==> src/rtl/tsc_pkg.sv <==
// Shared types, constants and helper functions for the token scanner.
// No dependencies; imported by tsc_step, tsc_fifo and the top-level scanner.
package tsc_pkg;

    localparam int NUM_STATES    = 20;
    localparam int NUM_COLUMNS   = 129;
    localparam int POSITION_BITS = 20;
    localparam int ROW_BITS      = 16;

    localparam int STATE_BITS  = $clog2(NUM_STATES);
    localparam int TABLE_DEPTH = NUM_STATES * NUM_COLUMNS;
    localparam int ADDR_BITS   = $clog2(TABLE_DEPTH);

    localparam int ACTION_BITS = 8;
    localparam int CHAR_BITS   = 8;
    localparam int KIND_W      = 7;
    localparam int SPAN_W      = 20;
    localparam int ROW_OUT_W   = 16;

    localparam int ERROR_ACTION = -99;
    localparam int WIDE_COLUMN  = 128;

    localparam logic [CHAR_BITS-1:0] CHAR_SPACE = 8'h20;
    localparam logic [CHAR_BITS-1:0] CHAR_TAB   = 8'h09;
    localparam logic [CHAR_BITS-1:0] CHAR_CR    = 8'h0D;
    localparam logic [CHAR_BITS-1:0] CHAR_LF    = 8'h0A;

    localparam logic [POSITION_BITS-1:0] POS_MAX = '1;
    localparam logic [ROW_BITS-1:0]      ROW_MAX = '1;

    localparam int FIFO_DEPTH = 4;
    localparam int FIFO_PTR_W = $clog2(FIFO_DEPTH);
    localparam int FIFO_CNT_W = $clog2(FIFO_DEPTH + 1);

    typedef enum logic [1:0] {
        REQ_LOAD    = 2'd0,
        REQ_CHAR    = 2'd1,
        REQ_RESTART = 2'd2
    } t_req;

    typedef enum logic [1:0] {
        ACT_ERROR,
        ACT_EMIT,
        ACT_NEXT
    } t_act_class;

    typedef struct packed {
        logic [STATE_BITS-1:0]    scan_state;
        logic [ROW_BITS-1:0]      row;
        logic [POSITION_BITS-1:0] pos;
        logic [POSITION_BITS-1:0] first;
        logic [POSITION_BITS-1:0] last;
        logic                     seen;
        logic                     halted;
    } t_track;

    localparam t_track TRACK_RESET = '{
        scan_state: '0,
        row:        ROW_BITS'(1),
        pos:        '0,
        first:      '0,
        last:       '0,
        seen:       1'b0,
        halted:     1'b0
    };

    typedef struct packed {
        logic                 valid;
        logic                 restart;
        logic [CHAR_BITS-1:0] char_code;
    } t_pend;

    typedef struct packed {
        logic                 is_error;
        logic [KIND_W-1:0]    token_kind;
        logic [SPAN_W-1:0]    token_start;
        logic [SPAN_W-1:0]    token_length;
        logic [ROW_OUT_W-1:0] token_row;
        logic                 last;
    } t_result;

    function automatic logic [ADDR_BITS-1:0] tbl_addr(input int st, input int col);
        return ADDR_BITS'(st * NUM_COLUMNS + col);
    endfunction

    function automatic int col_of(input logic [CHAR_BITS-1:0] c);
        return (int'(c) < WIDE_COLUMN) ? int'(c) : WIDE_COLUMN;
    endfunction

    function automatic t_act_class classify(input logic signed [ACTION_BITS-1:0] a);
        if (int'(a) <= ERROR_ACTION || int'(a) >= NUM_STATES) begin
            return ACT_ERROR;
        end else if (a < 0) begin
            return ACT_EMIT;
        end
        return ACT_NEXT;
    endfunction

    function automatic t_result error_res(input logic [ROW_BITS-1:0] row);
        t_result r;
        r              = '0;
        r.is_error     = 1'b1;
        r.token_row    = ROW_OUT_W'(row);
        return r;
    endfunction

    function automatic t_result token_res(input logic signed [ACTION_BITS-1:0] a,
                                          input t_track t);
        t_result r;
        r            = '0;
        r.token_kind = KIND_W'(-int'(a));
        r.token_row  = ROW_OUT_W'(t.row);
        if (t.seen) begin
            r.token_start  = SPAN_W'(t.first);
            r.token_length = SPAN_W'(t.last - t.first + POSITION_BITS'(1));
        end
        return r;
    endfunction

    function automatic t_track take_char(input t_track t, input logic blank);
        t_track n;
        n = t;
        if (!blank) begin
            if (!n.seen) begin
                n.first = n.pos;
                n.seen  = 1'b1;
            end
            n.last = n.pos;
        end
        return n;
    endfunction

    function automatic t_track advance_pos(input t_track t);
        t_track n;
        n = t;
        if (n.pos != POS_MAX) begin
            n.pos = n.pos + POSITION_BITS'(1);
        end
        return n;
    endfunction

endpackage

==> src/rtl/tsc_fifo.sv <==
// Result queue: takes up to two results per cycle, delivers at most one.
// Depends on tsc_pkg.
module tsc_fifo import tsc_pkg::*; (
    input  logic                  i_clk,
    input  logic                  i_rst_n,
    input  logic [1:0]            i_push,
    input  t_result               i_entry_a,
    input  t_result               i_entry_b,
    input  logic                  i_pop,
    output logic                  o_valid,
    output t_result               o_head,
    output logic [FIFO_CNT_W-1:0] o_count
);

    t_result               r_mem [FIFO_DEPTH];
    logic [FIFO_PTR_W-1:0] r_wr;
    logic [FIFO_PTR_W-1:0] r_rd;
    logic [FIFO_CNT_W-1:0] r_count;
    logic                  pop;

    assign o_valid = (r_count != '0);
    assign o_head  = r_mem[r_rd];
    assign o_count = r_count;
    assign pop     = i_pop && o_valid;

    always_ff @(posedge i_clk) begin
        if (i_push != 2'd0) begin
            r_mem[r_wr] <= i_entry_a;
        end
        if (i_push == 2'd2) begin
            r_mem[r_wr + FIFO_PTR_W'(1)] <= i_entry_b;
        end
    end

    always_ff @(posedge i_clk) begin
        if (!i_rst_n) begin
            r_wr    <= '0;
            r_rd    <= '0;
            r_count <= '0;
        end else begin
            r_wr    <= r_wr + FIFO_PTR_W'(i_push);
            r_rd    <= r_rd + FIFO_PTR_W'(pop);
            r_count <= r_count + FIFO_CNT_W'(i_push) - FIFO_CNT_W'(pop);
        end
    end

endmodule

==> config.mk <==
export PLATFORM = sky130hd
export DESIGN_NAME = tsc_fifo
export DESIGN_NICKNAME = d
export VERILOG_FILES = /design/src/rtl/tsc_pkg.sv /design/src/rtl/tsc_fifo.sv
export SDC_FILE = /design/constraint.sdc
export NUM_CORES = 1
export LEC_CHECK = 0
export ABC_AREA = 1
export BUFFER_PORTS_ARGS = -buffer_cell sky130_fd_sc_hd__buf_4
export CAP_MARGIN = 20
export CELL_PAD_IN_SITES_DETAIL_PLACEMENT = 1
export CELL_PAD_IN_SITES_GLOBAL_PLACEMENT = 1
export CORE_AREA = 5 5 178 180
export DETAILED_ROUTE_END_ITERATION = 16
export DIE_AREA = 0 0 183 185
export HOLD_SLACK_MARGIN = 0.08
export PLACE_DENSITY = 0.86
export SETUP_SLACK_MARGIN = 0.5
export SYNTH_ARGS = -nofsm -noshare
export SYNTH_HDL_FRONTEND = slang
export SYNTH_SLANG_ARGS = --single-unit
export TNS_END_PERCENT = 10
==> constraint.sdc <==
create_clock -name i_clk -period 6.74 [get_ports i_clk]
set_input_delay 0.674 -clock i_clk [delete_from_list [all_inputs] [get_ports i_clk]]
set_output_delay 0.674 -clock i_clk [all_outputs]
set_load 0.01 [all_outputs]
## Word level (Yosys, flattened, before mapping)

Memory sizes are Yosys's and may differ from the RTL's. A register that Yosys moved wholly into a read port is not among the register bits.
Cells that the tools add are included.
Widths: inputs -> output; s select.

- Bits in latches: 0
- Word-level logic and storage cells: 18
- Flip-flop bits (word level): 7
- RAM bits: 260
- Memory bits (read-only): 0
- Memories: 1

- $mul: 0
- Bitwise logic cells: 0
- Shifts and indexed selects: 0
- Muxes and demuxes: 5
- Div/mod/pow operators: 0
- Reductions and logical operators: 3
- $lt $le $gt $ge: 0
- $add $sub $neg: 5
- Eq/ne operators: 1

Memory list:

| name | depth | bits a word | rd ports | clocked after Yosys merged registers in | write ports | line | RTL |
|---|---|---|---|---|---|---|---|
| r_mem | 4 | 65 | 1 | 1 | 2 | tsc_fifo.sv:15 | `t_result r_mem [FIFO_DEPTH];` |

Operator list:

| kind | number |
|---|---|
| $mux 1 | 4 |
| $add 3x2->3 | 1 |
| $reduce_bool 3->1 | 1 |
| $sub 3x1->3 | 1 |
| $add 2x1->2 | 1 |
| $add 2x1->2 const B | 1 |
| $add 2x2->2 | 1 |
| $eq 2x2->1 const B | 1 |
| $mux 2 | 1 |
| $reduce_bool 2->1 | 1 |
| $logic_and 1x1->1 | 1 |

## Longest topological paths before layout

- Depth after elaboration: 4
- Depth in mapped cells: 10

## Worst setup path after synthesis

OpenSTA, ideal clock, no wires.

- Path type: input -> register
- From: input i_push[0]
- To: memory r_mem[3][0] (netlist name) (enable)
- Stages: 2
- Setup time: 0.584 ns
- Arrival time: 5.519 ns
- Data required time: 6.156 ns
- Setup slack: 0.637 ns
- Cell sequence: nor2_1 o31ai_1

RTL lines:

| element | line | RTL |
|---|---|---|
| start: declaration | tsc_fifo.sv:6 | `input logic [1:0] i_push,` |
| end: declaration | tsc_fifo.sv:15 |  |

==> results_dict.tcl <==
set metrics [dict create \
    outcome "finished clean" \
    hold_ws_ps 415 \
    cp.arrival_ps 3160 \
    finalNonFillerCells 1900 \
    grt_pass1_wl_um 59800 \
    synth-seq-cells 267 \
    finalPower_mw 5.02 \
    hold_buffers 0 \
    ff_latch_area_um2 7950 \
    ios 204 \
    cts_root_buf "clkbuf_16" \
    dp_slack_ps 3530 \
    antenna_found_initial 2 \
    rows 64 \
    overflow 0 \
    mostFrequentLayoutCell "nand2_1" \
    max_cap_viol_count 0 \
    drc 0 \
    fmax_mhz 261 \
    grt_max_degree 91 \
    required_ps 6070 \
    path_class "flip-flop to output port" \
    fin_nets 1620 \
    path_max_fanout 81 \
    r2r_cells 5 \
    syn_avg_cell_area_um2 9.76 \
    hold_path_class "input pin to flip-flop" \
    clk-insertion-delay-late_ps 540 \
    wl_per_cell_um 20.5 \
    start_util_pct 43.3 \
    dp.cells 1843 \
    path_clk_slew_ps 60 \
    drt_iter0_drc 767 \
    vias_per_cell 5.61 \
    cts_tree "yes" \
    synth_nets 1472 \
    grt_usage_pct 22.2 \
    peakVddDrop_mv 0.259 \
    drive_above_1_share_pct 20.0 \
    pwr_density_cell_nw_per_um2 321 \
    hold_path_depth 3 \
    seq_area_frac_synth_pct 61.1 \
    syn-instance-count 1333 \
    final_cell_mix "nand2_1, edfxtp_1, o21ai_0, buf_4, o21ai_1" \
    cts_buffers 29 \
    vias 10700 \
    ys_types 27 \
    fin_area_um2 15600 \
    finalSetupViolations 0 \
    synth_area_um2 13000 \
    clock-sinks 267 \
    relSlewSlack_pct 28.6 \
    cts-htree-levels 1 \
    rsz0062_at_grt "no" \
    final_core_util_pct 52.0 \
    ctsLongestPathBuffers 3 \
    first_global_vias 11200 \
    io_buffers 203 \
    tns_ps 0 \
    post_cts_resized 0 \
    hold_viol 0 \
    die_x_um 183 \
    fin_skew_ps 10.8 \
    fill_cells 3392 \
    dp_hpwl_um 23100 \
    drtAntennaViolNets 0 \
    worst_pin_slew_ps 1070 \
    coreArea_um2 30000 \
    timing.final.ws_setup_ps 2910 \
    cellLeakagePower_nw 6.44 \
    post_cts_buffers 0 \
    period_needed_ps 3830 \
    dieHeight_um 185 \
    synth_warnings 0 \
    multiInputGateArea_um2 4240 \
    globalplace.congestion 0.768 \
    fin_crit_sh_pct 56.9 \
    cp-start-kind "flip-flop" \
    worstSetupEndpointType "output port" \
    maxSlewViolCount 0 \
    die-area_um2 33900 \
    placed_cell_area_um2 14600 \
    drt-pass1-iter-count 5 \
    syn2layout_area_growth_pct 20.2 \
    drt-total-wl_um 39000 \
]
-- cell families after synthesis --
group                    share of synthesized area, %
AO/OA/AOI/OAI                                    19.0
XOR/XNOR                                        0.269
adder cells (fa/ha/maj)                         0.443
buffers and inverters                            6.74
flip-flops                                       61.1
AND/OR/NAND/NOR                                  12.4
-- layer usage --
layer / part of all wire [%] / GRT usage (%)
met5: 0.069 / 0
met4: 1.7 / 4.95
met3: 6.9 / 3.57
met2: 50 / 39.9
met1: 41 / 28.3
-- cell usage after synthesis --
cell type / instances / area, µm²
clkbuf_2: 1 / 5.00
o21ai_2: 25 / 219
nand3_2: 1 / 10.0
o21ai_1: 144 / 721
buf_4: 14 / 105
nand3_1: 1 / 5.00
nor2_2: 2 / 12.5
nand4_1: 1 / 6.26
o22ai_1: 65 / 407
o21ai_0: 221 / 1110
ha_1: 3 / 37.5
buf_2: 22 / 110
xnor2_1: 3 / 26.3
inv_1: 74 / 278
a21oi_1: 2 / 10.0
dfxtp_1: 7 / 140
xor2_1: 1 / 8.76
fa_1: 1 / 20.0
nor2_4: 1 / 11.3
buf_6: 18 / 203
inv_2: 4 / 15.0
clkbuf_1: 43 / 161
nand2_2: 2 / 12.5
nor2_1: 138 / 518
o31ai_1: 1 / 7.51
edfxtp_1: 260 / 7810
nand2_1: 278 / 1040
-- area by class of cell --
class,count,share of cell area (%)
diodes,1,0.0160
clock buffers,39,5.14
clock inverters,14,1.09
inverters,78,1.89
multi-input cells,890,27.1
flip-flops and latches,267,50.9
well taps,396,3.17
repair buffers,215,10.7
-- critical path: stages (launching register included) --
cell and delay [ps]:
dfxtp_4 580, inv_4 490, buf_4 710, o21ai_0 190
o22ai_1 340, buf_4 200
-- flip-flops by register name (all words and copies together) (netlist names) --
name     count
o_count      3
r_mem      260
r_rd         2
r_wr         2
-- worst paths after layout --
check	startpoint	to	slack (ps)
max reg2reg	r_wr[1]	r_mem[3][10]	3910
min	i_rst_n	o_count[0]	410
max	r_rd[0]	o_head[47]	2910
min reg2reg	r_wr[1]	r_wr[1]	700
-- where the power goes --
part,switching (mW),internal [mW],total (mW)
clock,0.645,0.982,1.63
combinational,0.793,0.480,1.27
sequential,0.0885,2.03,2.12
(Power assumes the default switching activity.)
