--- config.mk ---
export PLATFORM = sky130hd
export DESIGN_NAME = tsc_step
export DESIGN_NICKNAME = d
export VERILOG_FILES = /design/src/rtl/tsc_pkg.sv /design/src/rtl/tsc_step.sv
export SDC_FILE = /design/constraint.sdc
export NUM_CORES = 1
export LEC_CHECK = 0
export BUFFER_PORTS_ARGS = -buffer_cell sky130_fd_sc_hd__clkbuf_2
export CORE_AREA = 2 2 125 127
export DETAILED_ROUTE_END_ITERATION = 7
export DIE_AREA = 0 0 127 129
export REMOVE_ABC_BUFFERS = 1
export SLEW_MARGIN = 20
export SYNTH_ARGS = -nofsm -noshare
export SYNTH_HDL_FRONTEND = slang
export SYNTH_SLANG_ARGS = --single-unit
--- constraint.sdc ---
create_clock -name vclk -period 4.2
set_input_delay 0.84 -clock vclk [all_inputs]
set_output_delay 0.84 -clock vclk [all_outputs]
set_load 0.02 [all_outputs]
--- src/rtl/tsc_pkg.sv ---
// Shared types, constants and helper functions for the token scanner.
// No dependencies; imported by tsc_step, tsc_fifo and the top-level scanner.
package tsc_pkg;

    localparam int NUM_STATES    = 20;
    localparam int NUM_COLUMNS   = 129;
    localparam int POSITION_BITS = 20;
    localparam int ROW_BITS      = 16;

    localparam int STATE_BITS  = $clog2(NUM_STATES);
    localparam int TABLE_DEPTH = NUM_STATES * NUM_COLUMNS;
    localparam int ADDR_BITS   = $clog2(TABLE_DEPTH);

    localparam int ACTION_BITS = 8;
    localparam int CHAR_BITS   = 8;
    localparam int KIND_W      = 7;
    localparam int SPAN_W      = 20;
    localparam int ROW_OUT_W   = 16;

    localparam int ERROR_ACTION = -99;
    localparam int WIDE_COLUMN  = 128;

    localparam logic [CHAR_BITS-1:0] CHAR_SPACE = 8'h20;
    localparam logic [CHAR_BITS-1:0] CHAR_TAB   = 8'h09;
    localparam logic [CHAR_BITS-1:0] CHAR_CR    = 8'h0D;
    localparam logic [CHAR_BITS-1:0] CHAR_LF    = 8'h0A;

    localparam logic [POSITION_BITS-1:0] POS_MAX = '1;
    localparam logic [ROW_BITS-1:0]      ROW_MAX = '1;

    localparam int FIFO_DEPTH = 4;
    localparam int FIFO_PTR_W = $clog2(FIFO_DEPTH);
    localparam int FIFO_CNT_W = $clog2(FIFO_DEPTH + 1);

    typedef enum logic [1:0] {
        REQ_LOAD    = 2'd0,
        REQ_CHAR    = 2'd1,
        REQ_RESTART = 2'd2
    } t_req;

    typedef enum logic [1:0] {
        ACT_ERROR,
        ACT_EMIT,
        ACT_NEXT
    } t_act_class;

    typedef struct packed {
        logic [STATE_BITS-1:0]    scan_state;
        logic [ROW_BITS-1:0]      row;
        logic [POSITION_BITS-1:0] pos;
        logic [POSITION_BITS-1:0] first;
        logic [POSITION_BITS-1:0] last;
        logic                     seen;
        logic                     halted;
    } t_track;

    localparam t_track TRACK_RESET = '{
        scan_state: '0,
        row:        ROW_BITS'(1),
        pos:        '0,
        first:      '0,
        last:       '0,
        seen:       1'b0,
        halted:     1'b0
    };

    typedef struct packed {
        logic                 valid;
        logic                 restart;
        logic [CHAR_BITS-1:0] char_code;
    } t_pend;

    typedef struct packed {
        logic                 is_error;
        logic [KIND_W-1:0]    token_kind;
        logic [SPAN_W-1:0]    token_start;
        logic [SPAN_W-1:0]    token_length;
        logic [ROW_OUT_W-1:0] token_row;
        logic                 last;
    } t_result;

    function automatic logic [ADDR_BITS-1:0] tbl_addr(input int st, input int col);
        return ADDR_BITS'(st * NUM_COLUMNS + col);
    endfunction

    function automatic int col_of(input logic [CHAR_BITS-1:0] c);
        return (int'(c) < WIDE_COLUMN) ? int'(c) : WIDE_COLUMN;
    endfunction

    function automatic t_act_class classify(input logic signed [ACTION_BITS-1:0] a);
        if (int'(a) <= ERROR_ACTION || int'(a) >= NUM_STATES) begin
            return ACT_ERROR;
        end else if (a < 0) begin
            return ACT_EMIT;
        end
        return ACT_NEXT;
    endfunction

    function automatic t_result error_res(input logic [ROW_BITS-1:0] row);
        t_result r;
        r              = '0;
        r.is_error     = 1'b1;
        r.token_row    = ROW_OUT_W'(row);
        return r;
    endfunction

    function automatic t_result token_res(input logic signed [ACTION_BITS-1:0] a,
                                          input t_track t);
        t_result r;
        r            = '0;
        r.token_kind = KIND_W'(-int'(a));
        r.token_row  = ROW_OUT_W'(t.row);
        if (t.seen) begin
            r.token_start  = SPAN_W'(t.first);
            r.token_length = SPAN_W'(t.last - t.first + POSITION_BITS'(1));
        end
        return r;
    endfunction

    function automatic t_track take_char(input t_track t, input logic blank);
        t_track n;
        n = t;
        if (!blank) begin
            if (!n.seen) begin
                n.first = n.pos;
                n.seen  = 1'b1;
            end
            n.last = n.pos;
        end
        return n;
    endfunction

    function automatic t_track advance_pos(input t_track t);
        t_track n;
        n = t;
        if (n.pos != POS_MAX) begin
            n.pos = n.pos + POSITION_BITS'(1);
        end
        return n;
    endfunction

endpackage

--- src/rtl/tsc_step.sv ---
// Per-character decode: classifies the first table lookup, and the second when the first
// emits a token; builds results and the next tracking state. Depends on tsc_pkg.
module tsc_step import tsc_pkg::*; (
    input  t_track                  i_track,
    input  t_pend                   i_pend,
    input  logic [ACTION_BITS-1:0]  i_action_a,
    input  logic [ACTION_BITS-1:0]  i_action_b,
    output t_track                  o_track,
    output t_result                 o_res_first,
    output t_result                 o_res_second,
    output logic [1:0]              o_push
);

    always_comb begin
        t_track                         trk;
        logic signed [ACTION_BITS-1:0]  act_a;
        logic signed [ACTION_BITS-1:0]  act_b;
        logic                           blank;

        trk          = i_track;
        act_a        = signed'(i_action_a);
        act_b        = signed'(i_action_b);
        blank        = (i_pend.char_code == CHAR_SPACE) || (i_pend.char_code == CHAR_TAB) ||
                       (i_pend.char_code == CHAR_CR)    || (i_pend.char_code == CHAR_LF);
        o_track      = i_track;
        o_res_first  = '0;
        o_res_second = '0;
        o_push       = 2'd0;

        if (i_pend.valid) begin
            if (i_pend.restart) begin
                o_track = TRACK_RESET;
            end else if (!i_track.halted) begin
                if (i_pend.char_code == CHAR_LF && trk.row != ROW_MAX) begin
                    trk.row = trk.row + ROW_BITS'(1);
                end
                unique case (classify(act_a))
                    ACT_ERROR: begin
                        o_res_first = error_res(trk.row);
                        trk.halted  = 1'b1;
                        o_push      = 2'd1;
                    end
                    ACT_EMIT: begin
                        o_res_first    = token_res(act_a, trk);
                        trk.seen       = 1'b0;
                        trk.first      = '0;
                        trk.last       = '0;
                        trk.scan_state = '0;
                        unique case (classify(act_b))
                            ACT_ERROR: begin
                                o_res_second = error_res(trk.row);
                                trk.halted   = 1'b1;
                                o_push       = 2'd2;
                            end
                            ACT_EMIT: begin
                                o_res_second = token_res(act_b, trk);
                                trk          = advance_pos(trk);
                                o_push       = 2'd2;
                            end
                            ACT_NEXT: begin
                                trk.scan_state = STATE_BITS'(act_b);
                                trk            = advance_pos(take_char(trk, blank));
                                o_push         = 2'd1;
                            end
                            default: begin
                                o_push = 2'd1;
                            end
                        endcase
                    end
                    ACT_NEXT: begin
                        trk.scan_state = STATE_BITS'(act_a);
                        trk            = advance_pos(take_char(trk, blank));
                    end
                    default: begin
                        o_push = 2'd0;
                    end
                endcase
                o_res_first.last  = (o_push == 2'd1);
                o_res_second.last = (o_push == 2'd2);
                o_track           = trk;
            end
        end
    end

endmodule

# Word level (Yosys, flattened, before mapping)
# Cells that the tools add are included.
[totals]
regBits = 0
latchBits = 0
ramBits = 0
mem_bits_ro = 0
output_inout_bits = 215
elab_cells = 87
n_memories = 0
[classes]
n_addsub = 6
mul = 0
div_mod_pow = 0
magnitude_cmp = 6
eq_ne = 12
shifts = 0
n_mux = 54
bitwise = 0
n_reduce_logical = 9
[op_table]
columns = ["cell", "n"]
rows = [
  ["2-to-1 mux 65 bit", 7],
  ["case mux 82 bit (2 select lines)", 2],
  ["case mux 65 bit (2 select lines)", 2],
  ["2-to-1 mux 83 bit", 3],
  ["2-to-1 mux 41 bit", 2],
  ["adder 20 x 1 -> 20 bit (second input constant)", 2],
  ["2-to-1 mux 2 bit", 20],
  ["2-to-1 mux 20 bit", 2],
  ["2-to-1 mux 40 bit", 1],
  ["== test 8 x 4 -> 1 bit (second input constant)", 3],
  ["inequality test 20 bit (second input constant)", 1],
  ["subtractor 20 bit", 1],
  ["adder 16 x 1 -> 16 bit (second input constant)", 1],
  [">= comparator 8 x 6 -> 1 bit (second input constant)", 2],
  ["<= comparator 8 bit (second input constant)", 2],
  ["less-than comparator 8 x 1 -> 1 bit (second input constant)", 2],
  ["2-to-1 mux 16 bit", 1],
  ["inequality test 16 bit (second input constant)", 1],
  ["negator 7 bit", 2],
  ["2-to-1 mux 1 bit", 12],
  ["== test 8 x 6 -> 1 bit (second input constant)", 1],
  ["== test 2 x 1 -> 1 bit (second input constant)", 3],
  ["== test 2 bit (second input constant)", 3],
  ["logical OR 1 bit", 5],
  ["other kinds (5)", 6],
]

# Logic depth before layout (Yosys ltp)
# Gate-level depths: netlist (run 1).
[logic_depth]
ltp_word = 31
mapped_depth = 11
mapped_depth_nobuf = 11

# Least setup slack after synthesis (run 1)
# Ideal clock, no wire load.
[synth_path]
path_type = "in2out"
start = "in i_track[3] in the netlist's numbering"
end = "out o_res_first[36] in the netlist's numbering"
t_arrival_ns = 3.178
required_time_ns = 3.360
setup_slack_ns = 0.182
cell_stages = 11
path_buffers = 0
path_cell_list = "inv_1 > ha_1 > inv_1 > ha_1 > fa_1 > a211oi_1 > o21ai_0 > a31o_2 > a21oi_1 > o21ai_0 > mux2i_1"
[synth_lines]
columns = ["item", "line_no", "source"]
rows = [
  ["start, declared", "tsc_step.sv:4", "input t_track i_track,"],
  ["end, declared", "tsc_step.sv:9", "output t_result o_res_first,"],
]

==> results of run 1 <==
cells in the mapped netlist (15+ instances only):
master,number,area (sq um)
a21o_1,15,113
a22o_1,43,377
clkbuf_1,32,120
ha_1,45,563
xnor2_1,22,193
buf_4,40,300
nor3_1,27,135
xor2_1,18,158
nand3_1,19,95.1
nor2_1,102,383
nand2_1,53,199
inv_1,35,131
a21oi_1,29,145
o21ai_0,38,190
worst min-delay path: stages:
cell and delay (ps):
clkbuf_2 70, nand2_1 30, o21ai_0 60, clkbuf_2 160
kinds of logic (layout without fill, tap and decap cells):
kind of cell / Yosys count / count (layout) / share of synthesized area [%]
muxes: 11 / 11 / 2.41
adders and majority gates: 46 / 46 / 12.7
other: 1 / 40 / 0.0820
buffers and inverters: 120 / 357 / 13.7
AOI/OAI and AO/OA: 205 / 205 / 32.1
xor gates and xnor gates: 40 / 40 / 7.66
and+or+nand+nor: 287 / 287 / 31.4
path summary, 6_finish.rpt:
path | to | slack, ps
hold / removal | o_track[82] | 2010
setup / recovery | o_res_first[36] | 120
area by class of cell:
type                       instances  area [sq um]  area share [%]
inverter                          37           139            2.23
timing repair buffer             320          1690            27.2
multi-input combinational        629          4150            66.7
tap                              188           235            3.78
through the flow:
step | hold slack, ps | util, % | cells
final | 2010 | 41.5 | 1174
after floorplan | 1810 | - | 666
after detailed placement | 2020 | 41.2 | 1174
after global routing | 2050 | 41.5 | 1174
after CTS | 2020 | 41.3 | 1174
after global placement | 2010 | 41.2 | 1174
cell usage in the layout (no fill, tap or decap), types with 5 or more instances in the layout:
master,n
a22oi_1,7
o21ai_0,36
nor2_1,101
clkbuf_2,282
and4_1,5
a21oi_1,28
o21a_1,6
ha_1,45
nand2_1,53
o2bb2ai_1,5
xor2_1,18
nand4_1,8
o21bai_1,6
a22o_1,43
mux2i_1,11
nor2b_1,5
xnor2_1,22
a31oi_1,11
and3_1,14
buf_4,37
conb_1,40
inv_1,35
a211oi_1,6
nand3_1,19
nand2b_1,10
nor3_1,27
and2_1,14
a21o_1,15
power by group through the flow:
stage / Sequential, mW / Combinational [mW] / Clock (mW)
4_1_cts: 0 / 0.746 / 0
3_5_place_dp: 0 / 0.740 / 0
3_3_place_gp: 0 / 0.737 / 0
5_1_grt: 0 / 0.823 / 0
2_1_floorplan: 0 / 0.448 / 0
6_report: 0 / 0.755 / 0
per-layer routing:
metal | part of all wire [%] | GRT usage [%]
met5 | 0 | 0
met4 | 1.8 | 3.36
met3 | 7.4 | 2.70
met2 | 51 | 42.6
met1 | 40 | 26.2
what timing repair did:
item                       CTS  global route
gates resized for setup      2            11
pin swaps                    0             2
hold endpoints to repair     0             0
setup endpoints to repair    3             9
==> reports/metrics.cfg, run 1 <==
[drt]
wl_microns = 19600
vias = 6265
firstDrtPassIters = 5
routed_via_density = 5.34
detail-route-antenna-nets = 0
drc = 0
detail_route.wl_per_cell_microns = 16.7
first_iter_violations = 331

[floorplanning]
num_io_pins = 324
row_count = 45
die_y_microns = 129
start_util_pct = 30.5
core_sq_um = 15000
fp.dieArea_sq_um = 16400
die_x_microns = 127

[power]
swShare_pct = 62.9
power_leakage_nw = 3.33
ir_worst_vdd_mv = 0.0657
power_uw = 755
combPwrFrac_pct = 100.0
clkPwrFrac_pct = 0
intPower_uw = 280
power_switching_uw = 475
powerDensity_nw_per_um2 = 121
seq_power_share_pct = 0

[layout]
seq_area_sq_um = 0
final_nets = 1143
area_growth_pct = 36.0
fin_area_sq_um = 6220
drive_above_1_share_pct = 35.1
antenna_cells = 0
fill_cells = 1649
seq_cells = 0
clockBufferCount = 0

[logic_synthesis]
netlist_area_sq_um = 4570
yosys_warnings = 0
syn_inst = 710
yosysUniqueCellTypes = 73
ys_seq_area_share_pct = 0
avgSynthCellArea_sq_um = 6.44

[timing]
setup_viol = 0
hold_violations = 0
fmax_mhz = 245
slew_violations = 0
maxSlewHeadroom_pct = 43.6
finalCritPeriodShare_pct = 97.2
tns_ps = 0
fin_crit_ps = 4080
worstMarginPinSlew_ps = 841
finalWorstSetupSlack_ps = 118

[grt]
grt_usage_pct = 21.9
grt_max_degree = 28
grt_pass1_wl_microns = 29400
grt_pass1_vias = 5701
antenna_found_initial = 0
grt_remaining_overflow = 0

[place]
hpwl_microns = 16700
place.gp.congestion = 0.876
dpl_cell_area_sq_um = 6170
portBuffers = 284
place_ws_ps = -152

[worst_setup_path]
cp_cell_sequence = clkbuf_2, inv_1, ha_1, inv_1, ha_1, fa_2, a211oi_2, o21ai_1, a31o_2, a21oi_4, o21ai_0, mux2i_1, buf_4
crit_path_start = i_track[3]
slowest_delay_ps = 370
crit_type = in -> out
critPathMaxFanout = 3
worst_setup_path_end_kind = output pin
critPathBufInv = 4
path_delay_family = compound AO/OA/AOI/OAI gates
path_depth = 13
cp.required_ps = 3360
worst_setup_path_start_kind = input port
arrival_ps = 3240
slowest_stage = fa_2

[worst_hold_path]
holdPathStages = 4
min-delay-start = i_track[82]
hp-class = in -> out

[outcome]
status = completed

[flow_run]
maxCapViolCount = 0

[clock_tree]
ctsHoldBuffers = 0
cts_setup_buffers = 0

No activity file was read; power rests on OpenSTA's default activity.
==> run 2: changes to the inputs <==
PLACE_DENSITY = 0.66   (was not set)
==> run 2 against run 1 <==
Net effect:
- largest power group unchanged
- combinational power is 2% higher
- final cell count is 0.43% higher
- sequential cell count stayed put
- critical path depth is 1 higher
- hold slack worse by 5.3 ps
- highest routed layer unchanged
- power is 1.6% higher
- final area is 0.66% higher
- maximum frequency is 0.86% higher
- setup slack better by 35 ps
- count of clock-buffer cells in the layout stayed put
- sequential share of layout area stayed put
==> reports/metrics.cfg, run 2 (synthesized netlist as in run 1, its figures left out) <==
[outcome]
status = completed  ; unchanged

[floorplanning]
die_y_microns = 129  ; unchanged
num_io_pins = 324  ; unchanged
start_util_pct = 30.5  ; unchanged
fp.dieArea_sq_um = 16400  ; unchanged
row_count = 45  ; unchanged
core_sq_um = 15000  ; unchanged
die_x_microns = 127  ; unchanged

[place]
portBuffers = 284  ; unchanged
place.gp.congestion = 0.893  ; was 0.876
dpl_cell_area_sq_um = 6200  ; was 6170 sq um
hpwl_microns = 16800  ; was 16700 microns

[worst_setup_path]
critPathMaxFanout = 3  ; unchanged
slowest_delay_ps = 370  ; about the same
worst_setup_path_start_kind = input port  ; unchanged
slowest_stage = fa_2  ; unchanged
crit_type = in -> out  ; unchanged
worst_setup_path_end_kind = output pin  ; unchanged
cp_cell_sequence = clkbuf_2, inv_1, ha_1, inv_1, ha_1, fa_2, a211oi_4, o21ai_1, a31o_2, buf_4, a31oi_2, xnor2_1, nor2_1, buf_2  ; was clkbuf_2, inv_1, ha_1, inv_1, ha_1, fa_2, a211oi_2, o21ai_1, a31o_2, a21oi_4, o21ai_0, mux2i_1, buf_4
cp.required_ps = 3360  ; about the same
arrival_ps = 3210  ; was 3240 ps

[timing]
setup_viol = 0  ; unchanged
maxSlewHeadroom_pct = 44.5  ; was 43.6%
rsz0062_at_grt = no
slew_violations = 0  ; unchanged
hold_ws_ps = 2010  ; about the same
fin_crit_ps = 4050  ; was 4080 ps
hold_violations = 0  ; unchanged
finalCritPeriodShare_pct = 96.4  ; was 97.2%
worstMarginPinSlew_ps = 826  ; was 841 ps
fmax_mhz = 247  ; was 245 MHz

[drt]
routed_via_density = 5.37  ; was 5.34
detail-route-antenna-nets = 0  ; unchanged
detail_route.wl_per_cell_microns = 17.0  ; was 16.7 microns
first_iter_violations = 338  ; was 331
wl_microns = 20100  ; was 19600 microns
vias = 6331  ; was 6265
drc = 0  ; unchanged
firstDrtPassIters = 4  ; was 5

[layout]
drive_above_1_share_pct = 35.3  ; was 35.1%
final_common_cell = clkbuf_2  ; unchanged
layout_common_cells = clkbuf_2 (283), nor2_1 (101), nand2_1 (53)  ; was clkbuf_2 (282), nor2_1 (101), nand2_1 (53)
final_nets = 1147  ; was 1143
seq_area_sq_um = 0  ; unchanged
fin_area_sq_um = 6260  ; was 6220 sq um
seq_cells = 0  ; unchanged
clockBufferCount = 0  ; unchanged
area_growth_pct = 36.9  ; was 36.0%

[power]
power_uw = 767  ; was 755 uW
ir_worst_vdd_mv = 0.0842  ; was 0.0657 mV
powerDensity_nw_per_um2 = 123  ; was 121 nW/um^2
power_leakage_nw = 3.35  ; was 3.33 nW

[clock_tree]
ctsHoldBuffers = 0  ; unchanged

[worst_hold_path]
hp-class = in -> out  ; unchanged

[grt]
grt_pass1_vias = 5845  ; was 5701
grt_remaining_overflow = 0  ; unchanged
antenna_found_initial = 1  ; was 0
grt_usage_pct = 22.7  ; was 21.9%
grt_pass1_wl_microns = 30400  ; was 29400 microns
grt_max_degree = 28  ; unchanged

[flow_run]
maxCapViolCount = 0  ; unchanged

[run 2: per-stage QoR]
stage                     std cells  util [%]  worst slack [ps]  TNS (ps)
after global placement         1177      41.4              -140      -268
after detailed placement       1177      41.4              -178      -396
final                          1179      41.8               152         0
after global routing           1179      41.8              3.42         0
after CTS                      1177      41.5              5.66         0
after floorplan                 666         -               182         0
[run 2: area by class of cell]
| cell class | instances | area [sq um] |
|---|---|---|
| timing repair buffer | 324 | 1730 |
| tap | 188 | 235 |
| multi-input combinational | 629 | 4150 |
| fill | 1627 | 8720 |
| antenna | 1 | 2.50 |
| inverter | 37 | 139 |
[run 2: routing by layer]
metal / share of wire [%] / up-vias / GRT usage, %
li1: - / 3072 / -
met1: 41 / 2915 / 27.4
met2: 50 / 311 / 43.4
met3: 7.3 / 33 / 2.87
met4: 2.1 / 0 / 4.33
met5: 0 / - / 0
[run 2: worst paths after layout]
check / start / cells past startpoint / slack (ps) / end
hold / removal: i_track[79] / 4 / 2010 / o_track[79]
setup / recovery: i_track[3] / 14 / 150 / o_res_first[30]
[run 2: power breakdown]
| group | leakage (nW) | switching [mW] | internal [mW] | total, mW |
|---|---|---|---|---|
| Clock | 0.00000634 | 0 | 0.0000000318 | 0.0000000318 |
| Combinational | 3.35 | 0.480 | 0.288 | 0.767 |
| Sequential | 0 | 0 | 0 | 0 |
[run 2: repair_timing]
action,4_1_cts,5_1_grt
pin swaps,0,2
endpoints found under the hold margin,0,0
resized for setup,2,10
buffers inserted,0,1
endpoints found under the setup margin,3,9
[run 2: worst max-delay path, delay by kind of cell]
family,cells,cell delay (ps)
adder cells (fa/ha/maj),3,840
AND/OR/NAND/NOR,1,50
XOR/XNOR,1,150
buffers and inverters,5,480
AO/OA/AOI/OAI,4,810
